$ cat config.mk
export PLATFORM = sky130hd
export DESIGN_NAME = acs_front
export DESIGN_NICKNAME = d
export VERILOG_FILES = /design/src/design/accumulator_cpu_execute_step_defines.svh /design/src/design/acs_pkg.sv /design/src/design/acs_front.sv
export SDC_FILE = /design/constraint.sdc
export NUM_CORES = 1
export LEC_CHECK = 0
export BUFFER_PORTS_ARGS = -buffer_cell sky130_fd_sc_hd__buf_2
export CAP_MARGIN = 20
export CORE_MARGIN = 2
export CORE_UTILIZATION = 27
export CTS_CLUSTER_SIZE = 16
export DETAILED_ROUTE_END_ITERATION = 12
export PLACE_DENSITY_LB_ADDON = 0.15
export SYNTH_ARGS = -nofsm -noshare
export SYNTH_HDL_FRONTEND = slang
export SYNTH_SLANG_ARGS = --single-unit
$ cat constraint.sdc
create_clock -name i_clk -period 3.7 [get_ports i_clk]
set_input_delay 0.74 -clock i_clk [delete_from_list [all_inputs] [get_ports i_clk]]
set_output_delay 0.74 -clock i_clk [all_outputs]
set_load 0.1 [all_outputs]
$ cat src/design/accumulator_cpu_execute_step_defines.svh
// assertion macros for the accumulator cpu execute step
`ifndef ACCUMULATOR_CPU_EXECUTE_STEP_DEFINES_SVH
`define ACCUMULATOR_CPU_EXECUTE_STEP_DEFINES_SVH
// implication checked on every rising edge outside reset
`define ACS_ASSERT_IMP(label, clk, rst_n, pre, post) \
    label: assert property (@(posedge clk) disable iff (!rst_n) (pre) |-> (post)) \
        else $error("assertion failed");
// next-cycle implication checked on every rising edge outside reset
`define ACS_ASSERT_NXT(label, clk, rst_n, pre, post) \
    label: assert property (@(posedge clk) disable iff (!rst_n) (pre) |=> (post)) \
        else $error("assertion failed");
`endif

$ cat src/design/acs_pkg.sv
// ----------------------------------------------------------------------------
// acs_pkg
// shared constants, opcodes and types of the accumulator cpu execute step
// ----------------------------------------------------------------------------
package acs_pkg;
    localparam int RAM_DEPTH = 8192;
    localparam int RAM_AW = $clog2(RAM_DEPTH);
    localparam int QUEUE_DEPTH = 2;
    localparam logic [15:0] STACK_BASE = 16'h0100;
    localparam logic [7:0] SP_RESET = 8'hFF;
    localparam logic [7:0] SIGN_BIT = 8'h80;
    localparam logic [15:0] PC_MINUS_ONE = 16'hFFFF;

    localparam logic [5:0] OP_NOP = 6'd0;
    localparam logic [5:0] OP_LDA = 6'd1;
    localparam logic [5:0] OP_LDX = 6'd2;
    localparam logic [5:0] OP_LDY = 6'd3;
    localparam logic [5:0] OP_STA = 6'd4;
    localparam logic [5:0] OP_STX = 6'd5;
    localparam logic [5:0] OP_STY = 6'd6;
    localparam logic [5:0] OP_TAX = 6'd7;
    localparam logic [5:0] OP_TAY = 6'd8;
    localparam logic [5:0] OP_TXA = 6'd9;
    localparam logic [5:0] OP_TYA = 6'd10;
    localparam logic [5:0] OP_PHA = 6'd11;
    localparam logic [5:0] OP_PLA = 6'd12;
    localparam logic [5:0] OP_CLC = 6'd13;
    localparam logic [5:0] OP_SEC = 6'd14;
    localparam logic [5:0] OP_DEC = 6'd15;
    localparam logic [5:0] OP_DEX = 6'd16;
    localparam logic [5:0] OP_DEY = 6'd17;
    localparam logic [5:0] OP_INC = 6'd18;
    localparam logic [5:0] OP_INX = 6'd19;
    localparam logic [5:0] OP_INY = 6'd20;
    localparam logic [5:0] OP_ADC = 6'd21;
    localparam logic [5:0] OP_SBC = 6'd22;
    localparam logic [5:0] OP_ROL = 6'd23;
    localparam logic [5:0] OP_ROR = 6'd24;
    localparam logic [5:0] OP_CMP = 6'd25;
    localparam logic [5:0] OP_CPX = 6'd26;
    localparam logic [5:0] OP_CPY = 6'd27;
    localparam logic [5:0] OP_BEQ = 6'd28;
    localparam logic [5:0] OP_BNE = 6'd29;
    localparam logic [5:0] OP_BMI = 6'd30;
    localparam logic [5:0] OP_BPL = 6'd31;
    localparam logic [5:0] OP_JMP = 6'd32;
    localparam logic [5:0] OP_JSR = 6'd33;
    localparam logic [5:0] OP_RTS = 6'd34;
    localparam logic [5:0] OP_END = 6'd35;

    localparam logic [2:0] AM_IMPLIED = 3'd0;
    localparam logic [2:0] AM_IMM = 3'd1;
    localparam logic [2:0] AM_ABS = 3'd2;
    localparam logic [2:0] AM_ABSX = 3'd3;
    localparam logic [2:0] AM_ABSY = 3'd4;

    // index source for the data address
    typedef enum logic [1:0] {
        IDX_NONE = 2'd0,
        IDX_X    = 2'd1,
        IDX_Y    = 2'd2
    } t_idx;

    // classified instruction passed from front to back
    typedef struct packed {
        logic [5:0]  op;
        logic        use_imm;
        logic        use_ram;
        t_idx        idx;
        logic [15:0] operand;
    } t_instr;

    // back-end state machine
    typedef enum logic [3:0] {
        ST_EXEC  = 4'b0001,
        ST_RDWT  = 4'b0010,
        ST_STEP2 = 4'b0100,
        ST_SEND  = 4'b1000
    } t_state;
endpackage

$ cat src/design/acs_front.sv
// ----------------------------------------------------------------------------
// acs_front
// accepts instructions, classifies the address mode, queues them
// ----------------------------------------------------------------------------
module acs_front
    import acs_pkg::*;
(
    input  logic       i_clk,
    input  logic       i_rst_n,
    input  logic       i_valid,
    output logic       o_ready,
    input  logic [5:0] i_operation,
    input  logic [2:0] i_address_mode,
    input  logic [15:0] i_operand,
    output logic       o_q_valid,
    input  logic       i_q_pop,
    output t_instr     o_q_instr
);
    localparam int QW = $clog2(QUEUE_DEPTH);

    t_instr r_q [QUEUE_DEPTH];
    logic [QW-1:0] r_wp, r_rp;
    logic [QW:0]   r_cnt;
    t_instr n_instr;
    logic push;

    always_comb begin
        n_instr.op      = i_operation;
        n_instr.operand = i_operand;
        n_instr.use_imm = (i_address_mode == AM_IMM);
        n_instr.use_ram = (i_address_mode == AM_ABS) || (i_address_mode == AM_ABSX)
                          || (i_address_mode == AM_ABSY);
        case (i_address_mode)
            AM_ABSX: n_instr.idx = IDX_X;
            AM_ABSY: n_instr.idx = IDX_Y;
            default: n_instr.idx = IDX_NONE;
        endcase
    end

    assign o_ready   = (r_cnt != (QW+1)'(QUEUE_DEPTH));
    assign push      = i_valid && o_ready;
    assign o_q_valid = (r_cnt != '0);
    assign o_q_instr = r_q[r_rp];

    always_ff @(posedge i_clk) begin
        if (!i_rst_n) begin
            r_wp  <= '0;
            r_rp  <= '0;
            r_cnt <= '0;
        end else begin
            if (push) begin
                r_wp <= r_wp + 1'b1;
            end
            if (i_q_pop) begin
                r_rp <= r_rp + 1'b1;
            end
            r_cnt <= r_cnt + (QW+1)'(push) - (QW+1)'(i_q_pop);
        end
        if (push) begin
            r_q[r_wp] <= n_instr;
        end
    end
endmodule

==> metrics.md <==
| Metric | Value |
|---|---|
| Slew HR | `roughly 61%` |
| Critical path cell sequence | `buf_4 -> mux2_2 -> buf_2` |
| Sequential-to-total area share from yosys stat | `between 70% and 80%` |
| Grt met1 use | `~11%` |
| Initial antenna violation count | `0` |
| CTS root buffer | `clkbuf_8` |
| Placed Instance Area | `approximately 0.0026 mm2` |
| Setup TNS | `0 ns` |
| Vias in the first global route | `~1300` |
| Slew @ Worst Pin | `0.584 ns` |
| RePlAce Congestion | `about 0.66` |
| Kind of cell adding the most delay to the critical path | `flip-flops` |
| Sink Count | `between 50 and 60` |
| Mapped Nets | `roughly 140` |
| Die Span Y | `93.8 um` |
| Layout cells sized above 1 | `a little over half` |
| Net count, final | `roughly 210` |
| Largest family of logic cells by synthesized area | `multiplexers` |
| Post-synthesis mux area share | `around 14%` |
| Crit path kind | `flip-flop to output pin` |
| Unrepaired setup endpoints after global routing | `false` |
| DIE AREA | `a little under 0.009 mm2` |
| Hold Fails Final Rpt | `0` |
| Hold-fix buffers, CTS | `0` |
| GRT met3 Usage | `between 3 and 4%` |
| Finished Layout Cells | `approximately 290` |
| 1st-pass router iterations | `3` |
| CTS tree | `yes` |
| Row count | `32` |
| WL per Instance | `roughly 14 um` |
| ANT nets after route | `0` |
| Synthesized area | `approximately 0.0022 mm2` |
| Min cycle time layout | `2.76 ns` |
| Synth Instances | `~110` |
| Detailed placement HPWL | `about 2.6 mm` |
| Most common cell after layout, fill and taps aside | `buf_2` |
| Deepest clock path buffer count | `2` |
| VDD IR-drop max | `~0.00025 V` |
| Post-Synth Adder-Cell Area | `0.574%` |
| Pin count of the biggest net entering global routing | `27` |
| Critical Path RT | `2.96 ns` |
| Worst Path Arrival | `about 2 ns` |
| Pwr dens | `659 mW/mm2` |
| Yosys reg bits | `57` |
| Most frequent cells in the layout | `buf_2, edfxtp_1, mux2_2` |
| Max incr delay on CP | `0.69 ns` |
| Buf+Inv Stages, Crit Path | `2` |
| Hold_ws | `between 0.5 and 0.6 ns` |
| Clk slew on worst S/H paths | `around 0.06 ns` |
| Gr ovfl total | `0` |
| Cell variety after synth | `26` |
| # H-tree levels | `3` |
| Routed vias | `approximately 1200` |
| Clock Latency Late Sink | `~0.33 ns` |
| Post-Synth XOR/XNOR Area | `0.804%` |
| IO Pins | `57` |
| Element type at the critical path end | `output pin` |
| Postcts setup bufs | `0` |
| Core area | `a little under 0.008 mm2` |
| Startpoint types | `flip-flop` |
| Grt peak-use layer | `met2` |
| Area Growth Syn to Fin | `27.4%` |
| Simple-Gate Fraction of Synth Area | `roughly 4.3%` |
| Post-Place Cells | `approximately 270` |
| Hold WC Path Type | `flip-flop to flip-flop` |
| Synth Area in Compound Gates | `between 2 and 2.5%` |
| Status | `finished, final reports clean` |
| F_max | `0.362 GHz` |
| First-pass GRT wire length | `6.13 mm` |
| Worst-path maximum fanout | `14` |
| Routed wire length | `between 3 and 4 mm` |
| Antenna cells | `0` |
| Finished Cell Area | `0.00278 mm2` |
| DR vias/cell | `4.15` |
| GR Layer Usage met2 | `15.4%` |
| Num CTS Buffers | `9` |
| Initial Util | `~28%` |
| First DRT Iteration DRCs | `36` |
| GRT Util Overall | `between 9 and 10%` |
| Syn Area/Cell | `19.1 um2` |
| Post-CTS sizing | `0` |
| Clock Skews | `slightly below 0.007 ns` |
| Port-buffer cells | `between 50 and 60` |
| Final max-slew violation count | `0` |
| Final period util | `74.6%` |
| Static Leak | `between 0.001 and 0.0015 uW` |
| Die W | `93.8 um` |
| DR DRC count | `0` |
| Final setup fails | `0` |
| Max cap viols | `0` |
| Slowest library cell on the worst path | `dfxtp_1` |
| Synth Warn # | `0` |
[cell usage after synthesis, drive strengths merged]
library cell / n / area, um2
inv: 3 / 11.3
a21o: 1 / 7.51
ha: 1 / 12.5
edfxtp: 52 / 1560
nand3: 1 / 5.00
or2: 1 / 6.26
nand2b: 1 / 6.26
a211oi: 1 / 7.51
a21boi: 2 / 18.8
nand3b: 2 / 15.0
buf: 3 / 27.5
mux2i: 1 / 10.0
nor3b: 1 / 7.51
nand2: 2 / 7.51
a21bo: 1 / 10.0
a211o: 1 / 8.76
xor2: 1 / 8.76
xnor2: 1 / 8.76
and2: 3 / 18.8
nor3: 1 / 5.00
and3: 2 / 12.5
dfxtp: 5 / 100
nor4b: 1 / 8.76
mux2: 26 / 293
[routing by layer]
| layer | wire length [um] | vias up |
|---|---|---|
| li1 | - | 571 |
| met1 | 1630 | 576 |
| met2 | 1980 | 36 |
| met3 | 241 | 8 |
| met4 | 92 | 0 |
| met5 | 0 | - |
[logic make-up (layout without fill, tap and decap cells)]
kind of cell,after synthesis,after routing
AOI/OAI and AO/OA,6,6
xor gates and xnor gates,2,2
adders and majority gates,1,1
buffers and inverters,6,77
DFF,57,57
muxes,27,27
and+or+nand+nor,15,15
[state kept, by name (all words and copies together), names as in the netlist, named ones only]
name   count
r_wp       1
r_rp       1
r_q       52
r_cnt      2
[worst paths after layout]
check	from	to	slack [ns]	cells past startpoint
hold reg to reg	r_wp$_SDFFE_PN0P_	r_wp$_SDFFE_PN0P_	0.56	2
setup / recovery	flip-flop	o_q_instr[19]	0.94	3
setup reg to reg	r_cnt[0]$_SDFF_PN0_	r_q[0][1]$_DFFE_PP_	2.01	4
hold / removal	r_wp$_SDFFE_PN0P_	r_wp$_SDFFE_PN0P_	0.56	2
[worst reg2reg max path, stage by stage, from the launching register on]
cell and delay (ns):
dfxtp_1 0.39, nand2b_1 0.20, nand3b_1 0.12, inv_1 0.45
buf_16 0.23
[metrics by stage]
stage / utilization (%) / setup slack [ns] / power, uW
floorplan: - / 1.27 / 1230
global placement: 33.1 / 1.25 / 1310
detailed placement: 33.1 / 1.23 / 1320
CTS: 35.4 / 0.870 / 1850
global route: 35.7 / 0.772 / 1910
finish: 35.7 / 0.941 / 1830
[where the power goes]
group,leakage [uW],total (uW),internal [uW],switching [uW]
clock network,0.0000890,519,296,223
logic,0.000445,519,106,413
registers,0.000529,791,769,21.8
[area by class of cell]
cell class / count / area [um2]
fillers: 786 / 4990
repair buffers: 59 / 323
inverters: 3 / 11.3
flip-flops and latches: 57 / 1660
multi-input cells: 51 / 478
well taps: 102 / 128
clock inverters: 6 / 50.0
clock buffers: 9 / 124
No activity file was read; power rests on OpenSTA's default activity.
